--- src/hdl/mpdp_pkg.sv ---
// shared constants and types for the mixed precision integer dot product
`default_nettype none
package mpdp_pkg;

   localparam int WORD_W  = 32;
   localparam int COUNT_W = 4;
   localparam int MODE_W  = 2;
   localparam int LANE_NUM = 8;
   localparam int A_OP_W = 17;
   localparam int B_OP_W = 16;
   localparam int PROD_W = A_OP_W + B_OP_W;
   localparam int SUM_W  = PROD_W + $clog2(LANE_NUM);
   localparam int ACC_W  = 64;

   localparam logic [MODE_W-1:0] MODE_S16  = 2'd0;
   localparam logic [MODE_W-1:0] MODE_U8S8 = 2'd1;
   localparam logic [MODE_W-1:0] MODE_U4S4 = 2'd2;

   localparam int LANES_S16  = WORD_W / 16;
   localparam int LANES_U8S8 = WORD_W / 8;
   localparam int LANES_U4S4 = WORD_W / 4;

   typedef logic signed [PROD_W-1:0] prod_type;
   typedef logic signed [SUM_W-1:0]  sum_type;

   typedef struct packed {
      logic valid;
      logic last;
   } stage_ctl_type;

endpackage
`default_nettype wire

--- src/hdl/mpdp_lane.sv ---
// one multiply lane: operand unpack by precision mode and a registered product
`default_nettype none
module mpdp_lane #(
   parameter int LANE_IDX = 0
) (
   input  wire logic                           clock,
   input  wire logic                           advance,
   input  wire logic [mpdp_pkg::MODE_W-1:0]    mode,
   input  wire logic [mpdp_pkg::WORD_W-1:0]    a_word,
   input  wire logic [mpdp_pkg::WORD_W-1:0]    b_word,
   input  wire logic [mpdp_pkg::COUNT_W-1:0]   lane_count,
   output mpdp_pkg::prod_type                  prod_ff
);
   import mpdp_pkg::*;

   localparam int Off16 = (LANE_IDX < LANES_S16)  ? LANE_IDX * 16 : 0;
   localparam int Off8  = (LANE_IDX < LANES_U8S8) ? LANE_IDX * 8  : 0;
   localparam int Off4  = (LANE_IDX < LANES_U4S4) ? LANE_IDX * 4  : 0;
   localparam logic [COUNT_W-1:0] IdxC = COUNT_W'(LANE_IDX);

   logic signed [A_OP_W-1:0] a_op;
   logic signed [B_OP_W-1:0] b_op;
   logic                     in_count;
   prod_type                 prod_in;

   assign in_count = (IdxC < lane_count);

   always_comb begin
      a_op = '0;
      b_op = '0;
      case (mode)
         MODE_S16: begin
            if (in_count && (LANE_IDX < LANES_S16)) begin
               a_op = {a_word[Off16 + 15], a_word[Off16 +: 16]};
               b_op = b_word[Off16 +: 16];
            end
         end
         MODE_U8S8: begin
            if (in_count && (LANE_IDX < LANES_U8S8)) begin
               a_op = {{(A_OP_W - 8){1'b0}}, a_word[Off8 +: 8]};
               b_op = {{(B_OP_W - 8){b_word[Off8 + 7]}}, b_word[Off8 +: 8]};
            end
         end
         MODE_U4S4: begin
            if (in_count && (LANE_IDX < LANES_U4S4)) begin
               a_op = {{(A_OP_W - 4){1'b0}}, a_word[Off4 +: 4]};
               b_op = {{(B_OP_W - 4){b_word[Off4 + 3]}}, b_word[Off4 +: 4]};
            end
         end
         default: begin
            a_op = '0;
            b_op = '0;
         end
      endcase
   end

   assign prod_in = a_op * b_op;

   always_ff @(posedge clock) begin
      if (advance) begin
         prod_ff <= prod_in;
      end
   end

endmodule
`default_nettype wire

--- src/hdl/mpdp_merge.sv ---
// merging stage: adds the lane products of one word into a registered partial sum
`default_nettype none
module mpdp_merge (
   input  wire logic                     clock,
   input  wire logic                     reset,
   input  wire logic                     advance,
   input  mpdp_pkg::prod_type            prod [mpdp_pkg::LANE_NUM],
   input  mpdp_pkg::stage_ctl_type       ctl_in,
   output mpdp_pkg::sum_type             sum_ff,
   output mpdp_pkg::stage_ctl_type       ctl_ff
);
   import mpdp_pkg::*;

   sum_type sum_in;

   always_comb begin
      sum_in = '0;
      for (int i = 0; i < LANE_NUM; i++) begin
         sum_in = sum_in + {{(SUM_W - PROD_W){prod[i][PROD_W-1]}}, prod[i]};
      end
   end

   always_ff @(posedge clock) begin
      if (reset) begin
         ctl_ff <= '0;
      end else if (advance) begin
         ctl_ff <= ctl_in;
      end
   end

   always_ff @(posedge clock) begin
      if (advance) begin
         sum_ff <= sum_in;
      end
   end

endmodule
`default_nettype wire

--- src/hdl/mixed_precision_int_dot_product.sv ---
// top level: lanes, merge stage, 64-bit accumulator and result register
// Accepts one transaction per cycle unless req_stall is high. Each transaction
// carries one 32-bit word of each vector; eight multiply lanes decode the word
// per precision_mode (two int16 lanes, four u8 x s8 lanes or eight u4 x s4
// nibbles) and register their products, a merge stage adds them, and the third
// stage adds that into a 64-bit wrapping accumulator. A transaction flagged last
// passes the lane and merge registers, shows its sum on the result channel and
// clears the accumulator. Only a last transaction waits on a stalled result
// register; while it waits, the lane stage behind it takes at most one more
// transaction, then the input stalls. Write precision_mode only while idle.
`default_nettype none
module mixed_precision_int_dot_product (
   input  wire logic                               clock,
   input  wire logic                               reset,
   input  wire logic                               req_valid,
   output logic                                    req_stall,
   input  wire logic [mpdp_pkg::WORD_W-1:0]        req_a_word,
   input  wire logic [mpdp_pkg::WORD_W-1:0]        req_b_word,
   input  wire logic [mpdp_pkg::COUNT_W-1:0]       req_lane_count,
   input  wire logic                               req_is_last,
   output logic                                    rsp_valid,
   input  wire logic                               rsp_stall,
   output logic signed [mpdp_pkg::ACC_W-1:0]       rsp_dot_sum,
   input  wire logic                               csr_write_en,
   input  wire logic [mpdp_pkg::MODE_W-1:0]        csr_write_data
);
   import mpdp_pkg::*;

   logic [MODE_W-1:0]  mode_ff;
   stage_ctl_type      s1_ctl_ff;
   stage_ctl_type      s1_ctl_in;
   stage_ctl_type      s2_ctl;
   prod_type           prod [LANE_NUM];
   sum_type            s2_sum;
   logic [ACC_W-1:0]   acc_ff;
   logic [ACC_W-1:0]   acc_in;
   logic [ACC_W-1:0]   total;
   logic               rsp_valid_ff;
   logic               rsp_valid_in;
   logic [ACC_W-1:0]   rsp_sum_ff;
   logic               out_free;
   logic               s1_adv;
   logic               s2_adv;
   logic               s2_fire;

   // only a last transaction needs the result register
   assign out_free  = !rsp_valid_ff || !rsp_stall;
   assign s2_adv    = !s2_ctl.valid || !s2_ctl.last || out_free;
   assign s1_adv    = !s1_ctl_ff.valid || s2_adv;
   assign req_stall = !s1_adv;
   assign s2_fire   = s2_ctl.valid && s2_adv;

   assign s1_ctl_in.valid = req_valid;
   assign s1_ctl_in.last  = req_is_last;

   for (genvar g = 0; g < LANE_NUM; g++) begin : g_lane
      mpdp_lane #(
         .LANE_IDX(g)
      ) u_lane (
         .clock      (clock),
         .advance    (s1_adv),
         .mode       (mode_ff),
         .a_word     (req_a_word),
         .b_word     (req_b_word),
         .lane_count (req_lane_count),
         .prod_ff    (prod[g])
      );
   end

   mpdp_merge u_merge (
      .clock   (clock),
      .reset   (reset),
      .advance (s2_adv),
      .prod    (prod),
      .ctl_in  (s1_ctl_ff),
      .sum_ff  (s2_sum),
      .ctl_ff  (s2_ctl)
   );

   always_comb begin
      total = acc_ff + {{(ACC_W - SUM_W){s2_sum[SUM_W-1]}}, s2_sum};
      acc_in = acc_ff;
      if (s2_fire) begin
         acc_in = s2_ctl.last ? '0 : total;
      end
      rsp_valid_in = rsp_valid_ff && rsp_stall;
      if (s2_fire && s2_ctl.last) begin
         rsp_valid_in = 1'b1;
      end
   end

   always_ff @(posedge clock) begin
      if (reset) begin
         mode_ff      <= MODE_S16;
         s1_ctl_ff    <= '0;
         acc_ff       <= '0;
         rsp_valid_ff <= 1'b0;
      end else begin
         if (csr_write_en) begin
            mode_ff <= csr_write_data;
         end
         if (s1_adv) begin
            s1_ctl_ff <= s1_ctl_in;
         end
         acc_ff       <= acc_in;
         rsp_valid_ff <= rsp_valid_in;
      end
   end

   always_ff @(posedge clock) begin
      if (s2_fire && s2_ctl.last) begin
         rsp_sum_ff <= total;
      end
   end

   assign rsp_valid   = rsp_valid_ff;
   assign rsp_dot_sum = rsp_sum_ff;

endmodule
`default_nettype wire

--- config.mk ---
export PLATFORM = sky130hd
export DESIGN_NAME = mixed_precision_int_dot_product
export DESIGN_NICKNAME = d
export VERILOG_FILES = /design/src/hdl/mpdp_pkg.sv /design/src/hdl/mpdp_lane.sv /design/src/hdl/mpdp_merge.sv /design/src/hdl/mixed_precision_int_dot_product.sv
export SDC_FILE = /design/constraint.sdc
export NUM_CORES = 2
export LEC_CHECK = 0
export BUFFER_PORTS_ARGS = -buffer_cell sky130_fd_sc_hd__buf_2
export CAP_MARGIN = 20
export CORE_ASPECT_RATIO = 1.1
export CORE_MARGIN = 3
export CORE_UTILIZATION = 57
export DETAILED_ROUTE_END_ITERATION = 7
export PLACE_DENSITY = 0.74
export SYNTH_ARGS = -nofsm -noshare
export SYNTH_HDL_FRONTEND = slang
export SYNTH_HIERARCHICAL = 1
export SYNTH_SLANG_ARGS = --single-unit
--- constraint.sdc ---
create_clock -name clock -period 9.1 [get_ports clock]
set_input_delay 1.365 -clock clock [delete_from_list [all_inputs] [get_ports clock]]
set_output_delay 1.365 -clock clock [all_outputs]
set_load 0.005 [all_outputs]
==> flow_metrics.py <==
metrics = {
    "clock_network": {
        "numCtsBuffers": 49,
        "clockBufferDepth": 3,
        "clock_insertion_delay_at_the_later_pin_of_the_skew_report_ns": 0.62,
        "cts_max_level": 2,
        "cts.sink_count": 427,
        "cts_tree": "yes",
        "ctsResizeCount": 0,
        "clk_root_buffer_cell": "sky130_fd_sc_hd__clkbuf_16",
        "cts_setup_buffers": 0,
        "holdBufCountCts": 0,
        "cts.reportedPaths.clkPinSlew_ns": 0.08,
    },
    "finish": {
        "diodes": 0,
        "drive_gt1_frac": 0.0801,
        "filler_cell_count": 8195,
        "layout.nets": 7448,
        "layout.cells.non_filler": 7350,
        "syn_to_final_growth_pct": 7.79,
    },
    "synth": {
        "synth-edff-count": 356,
        "synth_simple_gate_area_share": 0.116,
        "register_area_share_after_synthesis": 0.215,
        "synth_cells": 5871,
        "synth_fp_nets": 7291,
        "synth_fa_ha_area_frac": 0.419,
        "dominant_combinational_cell_family_by_area_after_synthesis": "adder cells",
        "synth_largest_area_cell": "sky130_fd_sc_hd__fa_1",
        "async_flop_share": 0,
        "ys_warn_count": 6,
        "syn_area_um2": 56400,
        "synth_most_common_cell": "sky130_fd_sc_hd__inv_1",
        "synth_top_area_frac": 0.322,
        "postSynthRegisterBits": 427,
        "post_synth.cell_area_avg_um2": 9.60,
        "multiplexer_area_fraction_after_synthesis": 0.00473,
        "dominantRegCellSynth": "sky130_fd_sc_hd__edfxtp_1",
        "synth_xor_area_frac": 0.0332,
        "synthTopCellsByArea": "sky130_fd_sc_hd__fa_1 32%, sky130_fd_sc_hd__edfxtp_1 19%, sky130_fd_sc_hd__ha_1 9.7%, sky130_fd_sc_hd__inv_1 9.1%, sky130_fd_sc_hd__nor2_1 3.4%",
        "synth.distinct_cells": 112,
        "synth_area_in_compound_gates": 0.108,
        "synth.cells.most_frequent": "1,363 x sky130_fd_sc_hd__inv_1, 906 x sky130_fd_sc_hd__fa_1, 517 x sky130_fd_sc_hd__nor2_1, 451 x sky130_fd_sc_hd__nand2_1, 438 x sky130_fd_sc_hd__ha_1",
    },
    "grt": {
        "antenna_found_initial": 6,
        "largest_net_degree_at_the_start_of_global_routing": 78,
        "grt_pass1_wl_um": 251000,
        "gr-total-overflow": 0,
        "grt_usage": 0.321,
        "number_of_global_route_vias_before_repair": 44100,
    },
    "setup_path": {
        "cp.required_ns": 9.46,
        "r2r_slack_ns": 0.71,
        "cp-startpoint": "mode_ff[0]$_SDFFE_PP0P_",
        "critical-path-top-cell-by-count": "sky130_fd_sc_hd__fa_1",
        "worstSetupPathType": "flop to flop",
        "worst_path_largest_cell_delay_ns": 0.73,
        "path_cells": "nor2b_1, nand2_1, a21oi_2, buf_4, a21o_1, buf_4, nand2_1, fa_1, fa_1, fa_1, fa_1, fa_1, fa_1, inv_1, ha_1, nand2_1, nor3_1, nand2_1, a211oi_2, o2111ai_2, a31oi_4, or3_1, nand4_1",
        "reg2regPathDepth": 23,
        "critical_path.startpoint_type": "flop",
        "regToRegStartpoint": "mode_ff[0]$_SDFFE_PP0P_",
        "crit-reg2reg-capture": "g_lane[1].u_lane/prod_ff[29]$_DFFE_PP_",
        "endpoint_kind": "flop",
        "critPathArrivalTime_ns": 8.75,
        "timing.critical_path.to": "g_lane[1].u_lane/prod_ff[29]$_DFFE_PP_",
        "critical_path.slowest_cell": "sky130_fd_sc_hd__a21oi_2",
        "worstPathMaxFanout": 25,
    },
    "placement": {
        "port_buffers": 141,
        "routability_driven_placement_congestion_ratio": 0.992,
        "dp_cells": 7257,
        "place_hpwl_um": 136000,
    },
    "floorplan": {
        "row_count": 120,
        "fp.dieH_um": 336,
        "io_pins": 142,
        "dieArea_um2": 103000,
        "placeableCoreArea_um2": 97700,
        "floorplan.initialDensity": 0.577,
        "die_w_um": 306,
    },
    "routing": {
        "drt.antenna.violating_nets": 0,
        "wl_per_cell_um": 22.0,
        "route.detailed.vias_per_inst": 5.70,
        "detail_route.drc_violations": 0,
        "dr_total_vias": 41900,
        "detailed_router_s_first_iteration_violation_count": 2951,
        "drt-total-wl_um": 161000,
        "drt-pass1-iter-count": 8,
    },
    "sta": {
        "rsz0062_at_grt": "false",
        "hold_viol_final": 0,
        "finalSetupViolCount": 0,
        "fin_tns_setup_ns": 0,
        "fmaxAchievable_mhz": 119,
        "post_layout_min_period_ns": 8.39,
        "slew_viol_final": 0,
        "period_utilisation_layout": 0.922,
        "clock_skew_ns": 0.0308,
        "maxSlewHeadroom": 0.287,
        "timing_worst_slew_pin_value_ns": 1.07,
    },
    "min_path": {
        "hold_path.class": "flop to flop",
    },
    "run": {
        "max_cap_violations": 0,
    },
    "status": {
        "outcome": "finished clean",
    },
}
[through the flow]
step	worst slack [ns]	utilization	instance area (um^2)	hold slack (ns)
2_1_floorplan	0.906	-	56400	0.432
3_3_place_gp	0.0983	0.604	59000	0.442
3_5_place_dp	0.184	0.604	59000	0.447
4_1_cts	0.820	0.622	60800	0.455
5_1_grt	0.380	0.622	60800	0.489
6_report	0.707	0.622	60800	0.455
[worst min path at each step]
stage	startpoint	end	slack (ns)	depth (start not counted)
5_1_grt	s1_ctl_ff[0]$_SDFFE_PP0N_	s1_ctl_ff[0]$_SDFFE_PP0N_	0.49	2
3_3_place_gp	s1_ctl_ff[0]$_SDFFE_PP0N_	s1_ctl_ff[0]$_SDFFE_PP0N_	0.44	2
4_1_cts	s1_ctl_ff[0]$_SDFFE_PP0N_	s1_ctl_ff[0]$_SDFFE_PP0N_	0.46	2
3_5_place_dp	s1_ctl_ff[0]$_SDFFE_PP0N_	s1_ctl_ff[0]$_SDFFE_PP0N_	0.45	2
6_report	s1_ctl_ff[0]$_SDFFE_PP0N_	s1_ctl_ff[0]$_SDFFE_PP0N_	0.45	2
2_1_floorplan	s1_ctl_ff[0]$_SDFFE_PP0N_	s1_ctl_ff[0]$_SDFFE_PP0N_	0.43	2
[placed cells by master, fill, tap and decap left out, types with 27 or more instances in the layout]
| cell | Yosys | final |
|---|---|---|
| sky130_fd_sc_hd__a31oi_1 | 28 | 28 |
| sky130_fd_sc_hd__a21oi_1 | 270 | 269 |
| sky130_fd_sc_hd__a22o_1 | 41 | 41 |
| sky130_fd_sc_hd__o21ai_1 | 27 | 27 |
| sky130_fd_sc_hd__nor2b_1 | 30 | 30 |
| sky130_fd_sc_hd__edfxtp_1 | 356 | 356 |
| sky130_fd_sc_hd__a22oi_1 | 32 | 32 |
| sky130_fd_sc_hd__nand2_1 | 451 | 451 |
| sky130_fd_sc_hd__and3_1 | 105 | 105 |
| sky130_fd_sc_hd__buf_2 | 25 | 141 |
| sky130_fd_sc_hd__inv_1 | 1363 | 1363 |
| sky130_fd_sc_hd__dfxtp_1 | 71 | 70 |
| sky130_fd_sc_hd__buf_4 | 12 | 132 |
| sky130_fd_sc_hd__nor3_1 | 40 | 37 |
| sky130_fd_sc_hd__a21o_1 | 157 | 157 |
| sky130_fd_sc_hd__clkbuf_16 | 0 | 51 |
| sky130_fd_sc_hd__o21ai_0 | 111 | 111 |
| sky130_fd_sc_hd__nor2_1 | 517 | 516 |
| sky130_fd_sc_hd__nand4_1 | 48 | 48 |
| sky130_fd_sc_hd__xor2_1 | 68 | 68 |
| sky130_fd_sc_hd__xnor2_1 | 142 | 142 |
| sky130_fd_sc_hd__nand2b_1 | 41 | 41 |
| sky130_fd_sc_hd__ha_1 | 438 | 438 |
| sky130_fd_sc_hd__fa_1 | 906 | 906 |
| sky130_fd_sc_hd__nand3_1 | 73 | 73 |
| sky130_fd_sc_hd__and2_1 | 41 | 41 |
| sky130_fd_sc_hd__o21bai_1 | 27 | 27 |
[area by class of cell]
class / count / area [um^2] / share of cell area
Inverter: 1369 / 5140 / 0.0845
Sequential cell: 427 / 12100 / 0.199
Clock inverter: 35 / 393 / 0.00646
Multi-Input combinational cell: 3904 / 38400 / 0.632
Tap cell: 1281 / 1600 / 0.0264
Clock buffer: 57 / 1340 / 0.0220
Timing Repair Buffer: 277 / 1770 / 0.0291
[logic make-up after synthesis]
logic type / count (synthesis)
buffers and inverters: 1540
AOI/OAI and AO/OA: 888
xor gates and xnor gates: 212
muxes: 26
DFF: 427
adders and majority gates: 1344
and+or+nand+nor: 1434
[worst max-delay path: cells and delay by family (launching register included)]
kind / cells / cell delay, ns
adder cells (fa/ha/maj): 7 / 3.53
AND/OR/NAND/NOR: 8 / 1.82
AO/OA/AOI/OAI: 5 / 1.72
buffers and inverters: 3 / 0.53
flip-flops: 1 / 0.50
[state kept, by name, indices dropped and copies added (netlist names)]
name and count:
rsp_dot_sum 64, mode_ff 2, u_merge/sum_ff 36, g_lane.u_lane/prod_ff 256, rsp_valid 1, u_merge/ctl_ff 2, s1_ctl_ff 2, acc_ff 64
[metal layers]
metal,vias up,part of all wire,track usage
li1,18900,-,-
met1,20800,0.37,0.384
met2,1630,0.48,0.552
met3,454,0.075,0.0597
met4,8,0.067,0.173
met5,-,0.00034,0
Power is not shown: default switching activity piles up to over one toggle a cycle in this logic, so the estimate is an artifact.
